--- src/rtl/bmpd_pkg.sv ---
// ----------------------------------------------------------------------------
// bmpd_pkg
// Shared types and constants for the BMP pixel stream decoder.
// ----------------------------------------------------------------------------
package bmpd_pkg;

   // file offsets and header values
   localparam int unsigned HEADER_BYTES  = 54;
   localparam int unsigned INFO_HDR_SIZE = 40;
   localparam int unsigned BPP_RGB       = 24;
   localparam int unsigned BPP_RGBA      = 32;
   localparam logic [15:0] MAGIC_BM      = 16'h4D42;   // "B" then "M"

   // byte position counter, saturating; wide enough to outrun any 32-bit size
   localparam int unsigned POS_W = 33;

   typedef enum logic [1:0] {
      FIN_RUN = 2'd0,
      FIN_OK  = 2'd1,
      FIN_ERR = 2'd2
   } fin_type;

   typedef enum logic [3:0] {
      ERR_NONE      = 4'd0,
      ERR_MAGIC     = 4'd1,
      ERR_OFFSET    = 4'd2,
      ERR_HDR_SIZE  = 4'd3,
      ERR_COMPRESS  = 4'd4,
      ERR_INDEXED   = 4'd5,
      ERR_DEPTH     = 4'd6,
      ERR_TOO_LARGE = 4'd7,
      ERR_OVERRUN   = 4'd8,
      ERR_LENGTH    = 4'd9,
      ERR_TRUNCATED = 4'd10
   } err_type;

   // header fields the pixel sequencer needs
   typedef struct packed {
      logic [31:0] file_size;
      logic [31:0] width;
      logic [31:0] height;
      logic [15:0] bpp;
      logic [31:0] image_bytes;
   } hdr_type;

   // one result transfer
   typedef struct packed {
      logic       has_pixel;
      logic [7:0] red;
      logic [7:0] green;
      logic [7:0] blue;
      logic [7:0] alpha;
      logic [11:0] column;
      logic [11:0] row;
      logic       has_alpha;
      fin_type    finish;
      err_type    error_code;
   } res_type;

endpackage

--- src/rtl/bmp_pixel_stream_decoder.sv ---
// ----------------------------------------------------------------------------
// bmp_pixel_stream_decoder
// Streams a 24/32-bit uncompressed BMP file and emits RGB(A) pixels.
// ----------------------------------------------------------------------------
// Usage:
//   req_* carries one file byte per transfer; req_end_of_file marks the last
//   byte of a file and rearms the decoder for the next one.
//   rsp_* carries one result per completed pixel, and one whenever decoding
//   finishes (ok or error). Bytes that complete nothing give no transfer.
//   Pixels come bottom row first with column and row tags; alpha is zero on
//   24-bit images and row padding is dropped.
// Timing:
//   One byte is taken every cycle while req_stall is low. A result is
//   registered on rsp_*, or in the skid entry while rsp_stall is high. All
//   per-byte work is one pass through the byte sequencer to the result register.
// Reset and flow control:
//   Synchronous reset returns to the header phase with nothing held.
//   The result register has one skid entry behind it; req_stall is high
//   exactly while that entry is full, which takes a receiver stall with a
//   result already waiting. Nothing is dropped.
// ----------------------------------------------------------------------------
module bmp_pixel_stream_decoder #(
   parameter int unsigned MAX_DIMENSION = 4096
) (
   input  logic        clock,
   input  logic        reset,
   input  logic        req_valid,
   output logic        req_stall,
   input  logic [7:0]  req_data_byte,
   input  logic        req_end_of_file,
   output logic        rsp_valid,
   input  logic        rsp_stall,
   output logic        rsp_has_pixel,
   output logic [7:0]  rsp_red,
   output logic [7:0]  rsp_green,
   output logic [7:0]  rsp_blue,
   output logic [7:0]  rsp_alpha,
   output logic [11:0] rsp_column,
   output logic [11:0] rsp_row,
   output logic        rsp_has_alpha,
   output logic [1:0]  rsp_finish,
   output logic [3:0]  rsp_error_code
);
   import bmpd_pkg::*;

   localparam int unsigned DIM_W = $clog2(MAX_DIMENSION + 1);

   typedef enum logic [1:0] {
      PH_HEADER,
      PH_PIXELS,
      PH_PAD,
      PH_DONE
   } phase_type;

   phase_type        phase_ff, phase_in;
   logic [POS_W-1:0] pos_ff, pos_in;
   logic [23:0]      held_ff, held_in;
   logic [1:0]       idx_ff, idx_in;
   logic [DIM_W-1:0] col_ff, col_in;
   logic [DIM_W-1:0] row_ff, row_in;
   logic [1:0]       pad_ff, pad_in;

   logic             accept;
   logic             busy;
   hdr_type          hdr;
   logic [15:0]      bpp_now;
   err_type          hdr_err;
   res_type          res;
   res_type          res_out;
   logic             res_valid;
   logic             data_end;
   logic             done_px;
   logic [DIM_W-1:0] col_inc;
   logic [DIM_W-1:0] row_inc;
   logic             is_rgb;

   assign req_stall = busy;
   assign accept    = req_valid && !busy;
   assign is_rgb    = (hdr.bpp == 16'(BPP_RGB));

   // header fields and checks
   bmpd_hdr #(
      .MAX_DIMENSION(MAX_DIMENSION)
   ) u_hdr (
      .clock     (clock),
      .reset     (reset),
      .take      (accept && phase_ff == PH_HEADER),
      .clear     (accept && req_end_of_file),
      .pos       (pos_ff[5:0]),
      .data_byte (req_data_byte),
      .hdr       (hdr),
      .bpp_now   (bpp_now),
      .hdr_err   (hdr_err)
   );

   // per-byte step of the decoder
   always_comb begin
      phase_in = phase_ff;
      held_in  = held_ff;
      idx_in   = idx_ff;
      col_in   = col_ff;
      row_in   = row_ff;
      pad_in   = pad_ff;
      pos_in   = (&pos_ff) ? pos_ff : pos_ff + POS_W'(1);
      data_end = 1'b0;
      done_px  = 1'b0;
      col_inc  = col_ff + DIM_W'(1);
      row_inc  = row_ff + DIM_W'(1);

      res            = '0;
      res.finish     = FIN_RUN;
      res.error_code = ERR_NONE;
      res.has_alpha  = (bpp_now == 16'(BPP_RGBA));

      case (phase_ff)
         PH_HEADER: begin
            if (pos_ff == POS_W'(HEADER_BYTES - 1)) begin
               if (hdr_err != ERR_NONE) begin
                  res.finish     = FIN_ERR;
                  res.error_code = hdr_err;
                  phase_in       = PH_DONE;
               end else if (hdr.width == 32'd0 || hdr.height == 32'd0) begin
                  data_end = 1'b1;
               end else begin
                  phase_in = PH_PIXELS;
               end
            end
         end
         PH_PIXELS: begin
            if (idx_ff == 2'd0 &&
                (pos_ff - POS_W'(HEADER_BYTES)) > {1'b0, hdr.image_bytes}) begin
               res.finish     = FIN_ERR;
               res.error_code = ERR_OVERRUN;
               phase_in       = PH_DONE;
            end else begin
               // gather B, G, R; fourth byte is alpha
               if (idx_ff != 2'd3) begin
                  held_in[{idx_ff, 3'b000} +: 8] = req_data_byte;
                  idx_in  = idx_ff + 2'd1;
                  done_px = is_rgb && idx_ff == 2'd2;
               end else begin
                  res.alpha = req_data_byte;
                  done_px   = 1'b1;
               end
               if (done_px) begin
                  res.has_pixel = 1'b1;
                  res.blue      = held_in[7:0];
                  res.green     = held_in[15:8];
                  res.red       = held_in[23:16];
                  res.column    = 12'(col_ff);
                  res.row       = 12'(row_ff);
                  idx_in        = 2'd0;
                  col_in        = col_inc;
                  // end of row: wrap column, then padding or end of image
                  if (32'(col_inc) >= hdr.width) begin
                     col_in = '0;
                     row_in = row_inc;
                     if (is_rgb && hdr.width[1:0] != 2'd0) begin
                        pad_in   = hdr.width[1:0];
                        phase_in = PH_PAD;
                     end else if (32'(row_inc) >= hdr.height) begin
                        data_end = 1'b1;
                     end
                  end
               end
            end
         end
         PH_PAD: begin
            pad_in = pad_ff - 2'd1;
            if (pad_in == 2'd0) begin
               if (32'(row_ff) >= hdr.height) begin
                  data_end = 1'b1;
               end else begin
                  phase_in = PH_PIXELS;
               end
            end
         end
         default: begin
         end
      endcase

      // length check where pixel data ends
      if (data_end) begin
         if (pos_in == {1'b0, hdr.file_size}) begin
            res.finish = FIN_OK;
         end else begin
            res.finish     = FIN_ERR;
            res.error_code = ERR_LENGTH;
         end
         phase_in = PH_DONE;
      end

      // file ended early
      if (req_end_of_file && res.finish == FIN_RUN && phase_in != PH_DONE) begin
         res.finish     = FIN_ERR;
         res.error_code = ERR_TRUNCATED;
      end

      res_valid = res.has_pixel || res.finish != FIN_RUN;
   end

   // sequencer state
   always_ff @(posedge clock) begin
      if (reset) begin
         phase_ff <= PH_HEADER;
         pos_ff   <= '0;
         held_ff  <= '0;
         idx_ff   <= '0;
         col_ff   <= '0;
         row_ff   <= '0;
         pad_ff   <= '0;
      end else if (accept) begin
         if (req_end_of_file) begin
            phase_ff <= PH_HEADER;
            pos_ff   <= '0;
            held_ff  <= '0;
            idx_ff   <= '0;
            col_ff   <= '0;
            row_ff   <= '0;
            pad_ff   <= '0;
         end else begin
            phase_ff <= phase_in;
            pos_ff   <= pos_in;
            held_ff  <= held_in;
            idx_ff   <= idx_in;
            col_ff   <= col_in;
            row_ff   <= row_in;
            pad_ff   <= pad_in;
         end
      end
   end

   // result register and skid entry
   bmpd_out u_out (
      .clock     (clock),
      .reset     (reset),
      .load      (accept && res_valid),
      .res_in    (res),
      .rsp_stall (rsp_stall),
      .rsp_valid (rsp_valid),
      .res_out   (res_out),
      .busy      (busy)
   );

   assign rsp_has_pixel  = res_out.has_pixel;
   assign rsp_red        = res_out.red;
   assign rsp_green      = res_out.green;
   assign rsp_blue       = res_out.blue;
   assign rsp_alpha      = res_out.alpha;
   assign rsp_column     = res_out.column;
   assign rsp_row        = res_out.row;
   assign rsp_has_alpha  = res_out.has_alpha;
   assign rsp_finish     = res_out.finish;
   assign rsp_error_code = res_out.error_code;

endmodule

--- src/rtl/bmpd_hdr.sv ---
// ----------------------------------------------------------------------------
// bmpd_hdr
// Collects the little-endian header fields and checks them in priority order.
// ----------------------------------------------------------------------------
module bmpd_hdr #(
   parameter int unsigned MAX_DIMENSION = 4096
) (
   input  logic              clock,
   input  logic              reset,
   input  logic              take,
   input  logic              clear,
   input  logic [5:0]        pos,
   input  logic [7:0]        data_byte,
   output bmpd_pkg::hdr_type hdr,
   output logic [15:0]       bpp_now,
   output bmpd_pkg::err_type hdr_err
);
   import bmpd_pkg::*;

   logic [15:0] magic_ff;
   logic [31:0] file_size_ff;
   logic [31:0] offset_ff;
   logic [31:0] info_size_ff;
   logic [31:0] width_ff;
   logic [31:0] height_ff;
   logic [15:0] bpp_ff;
   logic [31:0] compress_ff;
   logic [31:0] image_bytes_ff;
   logic [31:0] palette_ff;

   // every 32-bit field starts at an offset of 2 mod 4
   logic [1:0] lane_in;
   assign lane_in = pos[1:0] - 2'd2;

   // field capture, cleared at the end of each file
   always_ff @(posedge clock) begin
      if (reset || clear) begin
         magic_ff       <= '0;
         file_size_ff   <= '0;
         offset_ff      <= '0;
         info_size_ff   <= '0;
         width_ff       <= '0;
         height_ff      <= '0;
         bpp_ff         <= '0;
         compress_ff    <= '0;
         image_bytes_ff <= '0;
         palette_ff     <= '0;
      end else if (take) begin
         if (pos inside {[6'd0:6'd1]}) begin
            magic_ff[{pos[0], 3'b000} +: 8] <= data_byte;
         end else if (pos inside {[6'd2:6'd5]}) begin
            file_size_ff[{lane_in, 3'b000} +: 8] <= data_byte;
         end else if (pos inside {[6'd10:6'd13]}) begin
            offset_ff[{lane_in, 3'b000} +: 8] <= data_byte;
         end else if (pos inside {[6'd14:6'd17]}) begin
            info_size_ff[{lane_in, 3'b000} +: 8] <= data_byte;
         end else if (pos inside {[6'd18:6'd21]}) begin
            width_ff[{lane_in, 3'b000} +: 8] <= data_byte;
         end else if (pos inside {[6'd22:6'd25]}) begin
            height_ff[{lane_in, 3'b000} +: 8] <= data_byte;
         end else if (pos inside {[6'd28:6'd29]}) begin
            bpp_ff[{pos[0], 3'b000} +: 8] <= data_byte;
         end else if (pos inside {[6'd30:6'd33]}) begin
            compress_ff[{lane_in, 3'b000} +: 8] <= data_byte;
         end else if (pos inside {[6'd34:6'd37]}) begin
            image_bytes_ff[{lane_in, 3'b000} +: 8] <= data_byte;
         end else if (pos inside {[6'd46:6'd49]}) begin
            palette_ff[{lane_in, 3'b000} +: 8] <= data_byte;
         end
      end
   end

   // depth including the byte taken this cycle, for the alpha flag
   always_comb begin
      bpp_now = bpp_ff;
      if (take && pos == 6'd28) begin
         bpp_now[7:0] = data_byte;
      end else if (take && pos == 6'd29) begin
         bpp_now[15:8] = data_byte;
      end
   end

   // header checks, first failure wins
   always_comb begin
      if (magic_ff != MAGIC_BM) begin
         hdr_err = ERR_MAGIC;
      end else if (offset_ff != 32'(HEADER_BYTES)) begin
         hdr_err = ERR_OFFSET;
      end else if (info_size_ff != 32'(INFO_HDR_SIZE)) begin
         hdr_err = ERR_HDR_SIZE;
      end else if (compress_ff != 32'd0) begin
         hdr_err = ERR_COMPRESS;
      end else if (palette_ff != 32'd0) begin
         hdr_err = ERR_INDEXED;
      end else if (bpp_ff != 16'(BPP_RGB) && bpp_ff != 16'(BPP_RGBA)) begin
         hdr_err = ERR_DEPTH;
      end else if (width_ff > 32'(MAX_DIMENSION) || height_ff > 32'(MAX_DIMENSION)) begin
         hdr_err = ERR_TOO_LARGE;
      end else begin
         hdr_err = ERR_NONE;
      end
   end

   assign hdr.file_size   = file_size_ff;
   assign hdr.width       = width_ff;
   assign hdr.height      = height_ff;
   assign hdr.bpp         = bpp_ff;
   assign hdr.image_bytes = image_bytes_ff;

endmodule

--- src/rtl/bmpd_out.sv ---
// ----------------------------------------------------------------------------
// bmpd_out
// Result register with one skid entry; the input side stalls only while the
// skid entry is occupied.
// ----------------------------------------------------------------------------
module bmpd_out (
   input  logic              clock,
   input  logic              reset,
   input  logic              load,
   input  bmpd_pkg::res_type res_in,
   input  logic              rsp_stall,
   output logic              rsp_valid,
   output bmpd_pkg::res_type res_out,
   output logic              busy
);
   import bmpd_pkg::*;

   logic    out_valid_ff;
   res_type out_ff;
   logic    skid_valid_ff;
   res_type skid_ff;
   logic    out_free;

   assign out_free = !out_valid_ff || !rsp_stall;

   // control
   always_ff @(posedge clock) begin
      if (reset) begin
         out_valid_ff  <= 1'b0;
         skid_valid_ff <= 1'b0;
      end else if (out_free) begin
         out_valid_ff  <= skid_valid_ff || load;
         skid_valid_ff <= 1'b0;
      end else if (load) begin
         skid_valid_ff <= 1'b1;
      end
   end

   // payload
   always_ff @(posedge clock) begin
      if (out_free) begin
         out_ff <= skid_valid_ff ? skid_ff : res_in;
      end else if (load) begin
         skid_ff <= res_in;
      end
   end

   assign rsp_valid = out_valid_ff;
   assign res_out   = out_ff;
   assign busy      = skid_valid_ff;

endmodule
--- config.mk ---
export PLATFORM = sky130hd
export DESIGN_NAME = bmp_pixel_stream_decoder
export DESIGN_NICKNAME = d
export VERILOG_FILES = /design/src/rtl/bmpd_pkg.sv /design/src/rtl/bmp_pixel_stream_decoder.sv /design/src/rtl/bmpd_hdr.sv /design/src/rtl/bmpd_out.sv
export SDC_FILE = /design/constraint.sdc
export NUM_CORES = 1
export LEC_CHECK = 0
export BUFFER_PORTS_ARGS = -buffer_cell sky130_fd_sc_hd__buf_4
export CORE_MARGIN = 5
export CORE_UTILIZATION = 63
export DETAILED_ROUTE_END_ITERATION = 7
export GPL_ROUTABILITY_DRIVEN = 1
export HOLD_SLACK_MARGIN = 0.1
export PLACE_DENSITY = 0.81
export SYNTH_ARGS = -nofsm -noshare
export SYNTH_HDL_FRONTEND = slang
export SYNTH_SLANG_ARGS = --single-unit
--- constraint.sdc ---
create_clock -name clock -period 10.3 [get_ports clock]
set_input_delay 0.515 -clock clock [delete_from_list [all_inputs] [get_ports clock]]
set_output_delay 0.515 -clock clock [all_outputs]
set_load 0.02 [all_outputs]
==> run_results.csv, run 1 <==
group,metric,value,unit
yosys,ys_types,89,
placement,hpwl,49200,um
power,power_frac_seq,50.0,%
sta,period_minus_slack,6.90,ns
power,p_sw,0.000936,W
clocking,cts_root_buffer,"clkbuf_16",
sta,setup_tns,0,ns
grt,grt.overflow.total,0,
worst_setup_path,timing.critical_path.mode_cell,"a21oi_1",
power,p_sw_share,22.8,%
worst_setup_path,crit_type,"reg2reg",
sta,skew,0.0356,ns
yosys,synth_warnings,0,
hold_path,hold_class,"in2reg",
yosys,synth_top_area_share,30.0,%
sta,rsz0062_at_grt,"no",
power,combPwrFrac,4.4,%
sta,worst_slew_pin_slew,1.22,ns
die,core-area,0.0397,mm2
cells_and_area,ff_latch_area,0.0114,mm2
cells_and_area,finalNetCount,2913,
placement,port_buffers,78,
die,dieArea,0.0443,mm2
grt,grt_usage,31.3,%
power,clkPwrFrac,45.6,%
die,die_y,210,um
yosys,ys_seq_area_share,45.2,%
route,wl_per_cell,21.3,um
placement,gp_congestion,0.997,
sta,finalSetupViolations,0,
worst_setup_path,crit_path_start_kind,"flip-flop",
clocking,insertion_delay,0.61,ns
sta,slew_headroom,18.7,%
clocking,cts_tree,"yes",
hold_path,min_path_cells,2,
sta,slew_violations,0,
power,p_int,0.00317,W
worst_setup_path,slowest_delay,0.79,ns
worst_setup_path,cp-end-kind,"flip-flop",
clocking,clockBufferDepth,3,
route,routed_via_density,6.46,
sta,timing.final.crit_share,67.0,%
yosys,avgSynthCellArea,8.88,um2
route,drc,0,
clocking,hold_buffers,0,
yosys,async_flop_share,0,%
yosys,syn_area,0.0253,mm2
route,dr_total_vias,21800,
worst_setup_path,worstPathRequired,10.53,ns
grt,grt_pass1_vias,20800,
worst_setup_path,crit_fanout,49,
grt,grt_first_pass_wirelength,113000,um
cells_and_area,fillers,3017,
route,ant_nets,0,
die,initial_utilization,63.7,%
cells_and_area,final_common_cell,"dfxtp_1",
yosys,postSynthNetCount,2951,
worst_setup_path,worst_path_max_delay_cell,"a211oi_4",
clocking,cts_setup_buffers,0,
yosys,synth_ff_type,"dfxtp_1",
die,pin_count,79,
power,powerDensity,148,mW/mm2
sta,clock.fmax,145,MHz
cells_and_area,syn_to_final_growth,9.57,%
sta,worst_hold_slack,0.242,ns
run,cap_viol_max_count,0,
clocking,htreeDepth,2,
cells_and_area,post-route-util,69.8,%
yosys,synth_edf_count,128,
cells_and_area,drive_above_1_share,10.1,%
yosys,syn_inst,2850,
yosys,synth_area_leader_cell,"dfxtp_1",
worst_setup_path,path_cells,"a21oi_1 -> o21ai_1 -> nor3_1 -> nand2_1 -> nor3_1 -> xor2_1 -> ha_1 -> a21oi_1 -> o21ai_0 -> a211oi_1 -> a21oi_1 -> o211ai_1 -> nand4_1 -> a31oi_1 -> nor2_1 -> a211oi_4 -> buf_4",
status,status,"completed",
worst_setup_path,path_buf_inv,1,
placement,dp_slack,3.52,ns
worst_setup_path,cp_top_family,"compound AO/OA/AOI/OAI gates",
grt,antenna_found_initial,0,
clocking,cts.sinks,507,
clocking,clk_pin_slew,0.06,ns
yosys,ys_seq_elements,507,
clocking,cts_buffers,51,
sta,setup_ws,3.40,ns
route,firstDrtPassIters,6,
power,leakagePower,10.5,nW
cells_and_area,final_cell_mix,"378 x dfxtp_1, 355 x nor2_1, 306 x nand2_1, 230 x a21oi_1, 144 x nand3_1",
route,drt-initial-drc-count,2188,
worst_setup_path,crit_cells,17,
clocking,post_cts_resized,0,
power,ir_worst_vdd,0.000149,V
die,fp-row-count,73,
sta,final_hold_viol_count,0,
grt,grt_max_degree,105,
cells_and_area,multiInputGateArea,0.0128,mm2
yosys,synthTopCellsByArea,"dfxtp_1 30%, edfxtp_1 15%, nor2_1 5.3%, nand2_1 4.6%, a21oi_1 4.6%",
worst_setup_path,cp_data_arrival_time,7.13,ns
route,wirelength,71900,um
die,dieWidth,210,um
worst_setup_path,reg2regPathDepth,17,
==> synthesized netlist by cell type (18+ instances only) <==
library cell	n
dfxtp_1	379
nor2_1	358
nand2_1	307
a21oi_1	230
clkbuf_1	148
nand3_1	144
edfxtp_1	128
ha_1	88
a22oi_1	84
mux2i_1	84
inv_1	79
and2_1	75
nor4_1	71
o21ai_0	58
xnor2_1	55
nand4_1	50
nor3_1	39
xor2_1	35
mux2_2	34
o31ai_1	33
a22oi_2	24
buf_2	24
and3_1	22
a21o_1	18
==> power groups by stage <==
| stage | sequential (W) | clock, W | combinational (W) |
|---|---|---|---|
| after CTS | 0.00205 | 0.00188 | 0.000177 |
| after floorplan | 0.00211 | 0 | 0.0000982 |
| after global routing | 0.00205 | 0.00197 | 0.000190 |
| after global placement | 0.00210 | 0 | 0.000175 |
| after detailed placement | 0.00210 | 0 | 0.000177 |
| final | 0.00205 | 0.00187 | 0.000182 |
==> area by class of cell <==
class	count	share of cell area, %
inverters	84	1.14
well taps	525	2.37
flip-flops and latches	507	41.2
clock inverters	23	0.898
diodes	1	0.00903
repair buffers	109	2.95
clock buffers	72	5.21
multi-input cells	2059	46.2
==> path summary, 6_finish.rpt <==
check / startpoint / to / slack [ns]
min reg2reg: u_hdr.height_ff[29]$_SDFFE_PP0P_ / u_hdr.height_ff[29]$_SDFFE_PP0P_ / 0.45
max reg2reg: pos_ff[3]$_SDFFE_PP0P_ / u_out.skid_ff[28]$_DFFE_PP_ / 3.40
max: pos_ff[3]$_SDFFE_PP0P_ / u_out.skid_ff[28]$_DFFE_PP_ / 3.40
min: reset / col_ff[12]$_SDFFE_PP0P_ / 0.24
==> worst register-to-register path, cell delays in order, from the launching register on <==
cell	delay (ns)
dfxtp_1	0.53
a21oi_1	0.36
o21ai_1	0.24
nor3_1	0.69
nand2_1	0.23
nor3_1	0.26
xor2_1	0.19
ha_1	0.28
a21oi_1	0.14
o21ai_0	0.09
a211oi_1	0.24
a21oi_1	0.14
o211ai_1	0.77
nand4_1	0.28
a31oi_1	0.42
nor2_1	0.17
a211oi_4	0.79
buf_4	0.65
==> registers in the layout (all words and copies together), names as in the netlist <==
name,flops
u_out.res_out,64
u_hdr.magic_ff,16
held_ff,24
u_hdr.palette_ff,32
pad_ff,2
u_out.skid_ff,64
idx_ff,2
u_hdr.bpp_ff,16
u_hdr.image_bytes_ff,32
pos_ff,33
u_hdr.height_ff,32
u_out.rsp_valid,1
u_hdr.file_size_ff,32
row_ff,13
u_hdr.info_size_ff,32
u_hdr.compress_ff,32
col_ff,13
phase_ff,2
u_hdr.offset_ff,32
u_hdr.width_ff,32
u_out.busy,1
==> cell families (layout without fill, tap and decap cells) <==
logic type / after synthesis / in the layout / synth area share [%]
AND/OR/NAND/NOR: 1175 / 1175 / 22.4
AO/OA/AOI/OAI: 587 / 587 / 15.6
flip-flops: 507 / 507 / 45.2
buffers and inverters: 284 / 288 / 4.44
multiplexers: 118 / 118 / 4.84
XOR/XNOR: 91 / 91 / 3.18
adder cells (fa/ha/maj): 88 / 88 / 4.35
other: 0 / 1 / 0
==> stage by stage <==
| step | cell area (um2) | power [W] | cells |
|---|---|---|---|
| 2_1_floorplan | 25300 | 0.00221 | 2850 |
| 5_1_grt | 27700 | 0.00421 | 3379 |
| 3_3_place_gp | 26000 | 0.00227 | 3284 |
| 6_report | 27700 | 0.00411 | 3380 |
| 3_5_place_dp | 26000 | 0.00227 | 3284 |
| 4_1_cts | 27700 | 0.00411 | 3379 |
==> per-layer routing <==
layer | share of wire [%] | wire length [um] | up-vias | track usage [%]
met5 | 0 | 0 | - | 0
met4 | 5.0 | 3590 | 0 | 14.0
met3 | 8.9 | 6410 | 262 | 6.07
met2 | 47 | 33500 | 1057 | 51.7
met1 | 39 | 28400 | 10300 | 40.2
li1 | - | - | 10200 | -
No activity file was read; power rests on OpenSTA's default activity.
==> run 2, diff against run 1 <==
--- a/config.mk
+++ b/config.mk
@@ -5,13 +5,14 @@
 export SDC_FILE = /design/constraint.sdc
 export NUM_CORES = 1
 export LEC_CHECK = 0
+export ABC_AREA = 1
 export BUFFER_PORTS_ARGS = -buffer_cell sky130_fd_sc_hd__buf_4
 export CORE_MARGIN = 5
-export CORE_UTILIZATION = 63
+export CORE_UTILIZATION = 57
 export DETAILED_ROUTE_END_ITERATION = 7
 export GPL_ROUTABILITY_DRIVEN = 1
 export HOLD_SLACK_MARGIN = 0.1
-export PLACE_DENSITY = 0.81
+export PLACE_DENSITY = 0.77
 export SYNTH_ARGS = -nofsm -noshare
 export SYNTH_HDL_FRONTEND = slang
 export SYNTH_SLANG_ARGS = --single-unit
==> constraint.sdc (replaced) <==
create_clock -name clock -period 5.6 [get_ports clock]
set_input_delay 0.28 -clock clock [delete_from_list [all_inputs] [get_ports clock]]
set_output_delay 0.28 -clock clock [all_outputs]
set_load 0.02 [all_outputs]
==> run 2 against run 1 <==
Setup slack lost 3.0 ns. Largest cell class unchanged. Via count is 5.7% higher. Highest routed layer unchanged. Critical path type unchanged. Clock skew up 0.0066 ns.
==> run_results.csv, run 2 <==
group,metric,value,unit
status,status,"completed",
clocking,cts_buffers,52,
cells_and_area,syn_to_final_growth,12.1,%
die,core-area,0.0443,mm2
yosys,synth_common_cells,"759 x nand2_1, 469 x inv_1, 393 x a21oi_1",
cells_and_area,finalNetCount,3589,
clocking,clockBufferDepth,3,
placement,dp_slack,0.263,ns
placement,hpwl,52600,um
yosys,async_flop_share,0,%
sta,slew_headroom,8.71,%
die,initial_utilization,57.7,%
die,pin_count,79,
yosys,ys_types,54,
clocking,clk_pin_slew,0.06,ns
sta,finalSetupViolations,0,
cells_and_area,final_cell_mix,"756 x nand2_1, 467 x inv_1, 393 x a21oi_1, 376 x dfxtp_1, 362 x nor2_1",
worst_setup_path,crit_type,"reg2reg",
worst_setup_path,worstPathRequired,5.93,ns
sta,setup_ws,0.373,ns
cells_and_area,antenna_cells,0,
yosys,synth_edf_count,128,
grt,grt_usage,28.8,%
yosys,postSynthNetCount,3556,
worst_setup_path,cp-end-kind,"flip-flop",
sta,clock.fmax,191,MHz
grt,grt_max_degree,103,
worst_setup_path,timing.critical_path.mode_cell,"nand3_2",
worst_setup_path,cp_top_family,"simple AND/OR/NAND/NOR gates",
power,leakagePower,11.7,nW
die,die_y,222,um
grt,grt.overflow.total,0,
clocking,htreeDepth,2,
power,power_frac_seq,46.7,%
yosys,synth_top_area_share,29.6,%
run,cap_viol_max_count,0,
grt,antenna_found_initial,0,
worst_setup_path,cp_data_arrival_time,5.56,ns
yosys,syn_inst,3455,
sta,worst_slew_pin_slew,1.36,ns
clocking,cts_root_buffer,"clkbuf_16",
worst_setup_path,slowest_delay,0.38,ns
cells_and_area,drive_above_1_share,7.87,%
die,dieWidth,222,um
yosys,ys_seq_elements,507,
die,dieArea,0.0492,mm2
route,drt-initial-drc-count,2054,
route,routed_via_density,5.60,
sta,period_minus_slack,5.23,ns
sta,slew_violations,0,
sta,rsz0062_at_grt,"no",
power,p_sw,0.00195,W
power,ir_worst_vdd,0.000260,V
worst_setup_path,path_buf_inv,4,
cells_and_area,final_common_cell,"nand2_1",
route,wl_per_cell,17.9,um
worst_setup_path,crit_fanout,11,
clocking,cts_tree,"yes",
placement,port_buffers,78,
hold_path,hold_class,"in2reg",
die,fp-row-count,77,
route,ant_nets,0,
yosys,syn_area,0.0256,mm2
sta,skew,0.0421,ns
sta,timing.final.crit_share,93.3,%
worst_setup_path,worst_path_max_delay_cell,"dfxtp_4",
yosys,synth_area_leader_cell,"dfxtp_1",
yosys,synth_warnings,0,
route,drc,0,
route,wirelength,73900,um
clocking,cts.sinks,507,
power,combPwrFrac,6.5,%
grt,grt_first_pass_wirelength,116000,um
yosys,ys_seq_area_share,44.7,%
placement,gp_congestion,0.958,
yosys,synthTopCellsByArea,"dfxtp_1 30%, edfxtp_1 15%, nand2_1 11%, a21oi_1 7.7%, inv_1 6.9%",
sta,final_hold_viol_count,0,
power,p_int,0.00619,W
power,powerDensity,284,mW/mm2
route,dr_total_vias,23100,
power,clkPwrFrac,46.8,%
yosys,synth_ff_type,"dfxtp_1",
yosys,avgSynthCellArea,7.41,um2
route,firstDrtPassIters,6,
yosys,synth.most_common_cell,"nand2_1",
power,p_sw_share,24.0,%
worst_setup_path,crit_path_start_kind,"flip-flop",
clocking,insertion_delay,0.64,ns
worst_setup_path,ff2ff_setup_slack,0.37,ns
cells_and_area,post-route-util,64.7,%
grt,grt_pass1_vias,21500,
run 2: per-layer routing:
metal	wire length [um]	vias up	global-route usage [%]
li1	-	11300	-
met1	30900	10700	37.7
met2	34400	843	47.9
met3	5180	177	4.34
met4	3350	0	12.1
met5	0	-	0
run 2: timing repair:
item | in CTS | in global routing
resized for setup | 0 | 8
setup endpoints to repair | 0 | 89
hold buffers | 8 | 0
buffers inserted | 0 | 3
hold endpoints to repair | 17 | 0
run 2: cell families (layout without fill, tap and decap cells):
kind of cell	Yosys count	in the layout	synth area share, %
xor+xnor	78	78	2.67
compound gates	747	747	15.6
flops	507	507	44.7
mux	1	1	0.0440
simple gates	1414	1414	23.3
fa+ha+maj	88	88	4.30
buf+inv	620	697	9.44
run 2: metrics by stage:
| step | area (um2) | TNS [ns] | total power [W] | instances | hold WS [ns] |
|---|---|---|---|---|---|
| after floorplan | 25600 | -83.04 | 0.00421 | 3455 | 0.422 |
| after CTS | 28600 | 0 | 0.00817 | 4118 | 0.105 |
| after detailed placement | 26600 | 0 | 0.00439 | 4012 | 0.438 |
| final | 28700 | 0 | 0.00814 | 4124 | 0.129 |
| after global placement | 26600 | 0 | 0.00438 | 4012 | 0.431 |
| after global routing | 28700 | 0 | 0.00839 | 4124 | 0.130 |
run 2: worst reg2reg max path, delay by kind of cell, from the launching register on:
family / cells / cell delay [ns]
flip-flops: 1 / 0.38
AO/OA/AOI/OAI: 3 / 0.52
XOR/XNOR: 1 / 0.09
adder cells (fa/ha/maj): 2 / 0.51
buffers and inverters: 4 / 0.57
AND/OR/NAND/NOR: 23 / 2.88
run 2: worst paths after layout:
| check | start | endpoint | depth (start not counted) |
|---|---|---|---|
| worst max-delay path | pos_ff[1]$_SDFFE_PP0P_ | u_out.skid_ff[26]$_DFFE_PP_ | 33 |
| worst min register to register | u_hdr.width_ff[25]$_SDFFE_PP0P_ | u_hdr.width_ff[25]$_SDFFE_PP0P_ | 2 |
| worst min-delay path | req_data_byte[3] | u_hdr.magic_ff[3]$_SDFFE_PP0P_ | 3 |
| worst max register to register | pos_ff[1]$_SDFFE_PP0P_ | u_out.skid_ff[26]$_DFFE_PP_ | 33 |
run 2: area by class of cell:
class                      instances  area [um2]
fill                            3887       15600
multi-input combinational       2328       11800
sequential                       507       11400
inverter                         483        1820
clock buffer                      66        1410
timing repair buffer             116         962
tap                              592         741
clock inverter                    32         494
run 2: power groups by stage:
stage,clock [W],sequential (W),combinational [W]
6_report,0.00381,0.00380,0.000533
5_1_grt,0.00401,0.00380,0.000579
3_3_place_gp,0,0.00388,0.000501
2_1_floorplan,0,0.00390,0.000311
3_5_place_dp,0,0.00388,0.000514
4_1_cts,0.00385,0.00380,0.000522
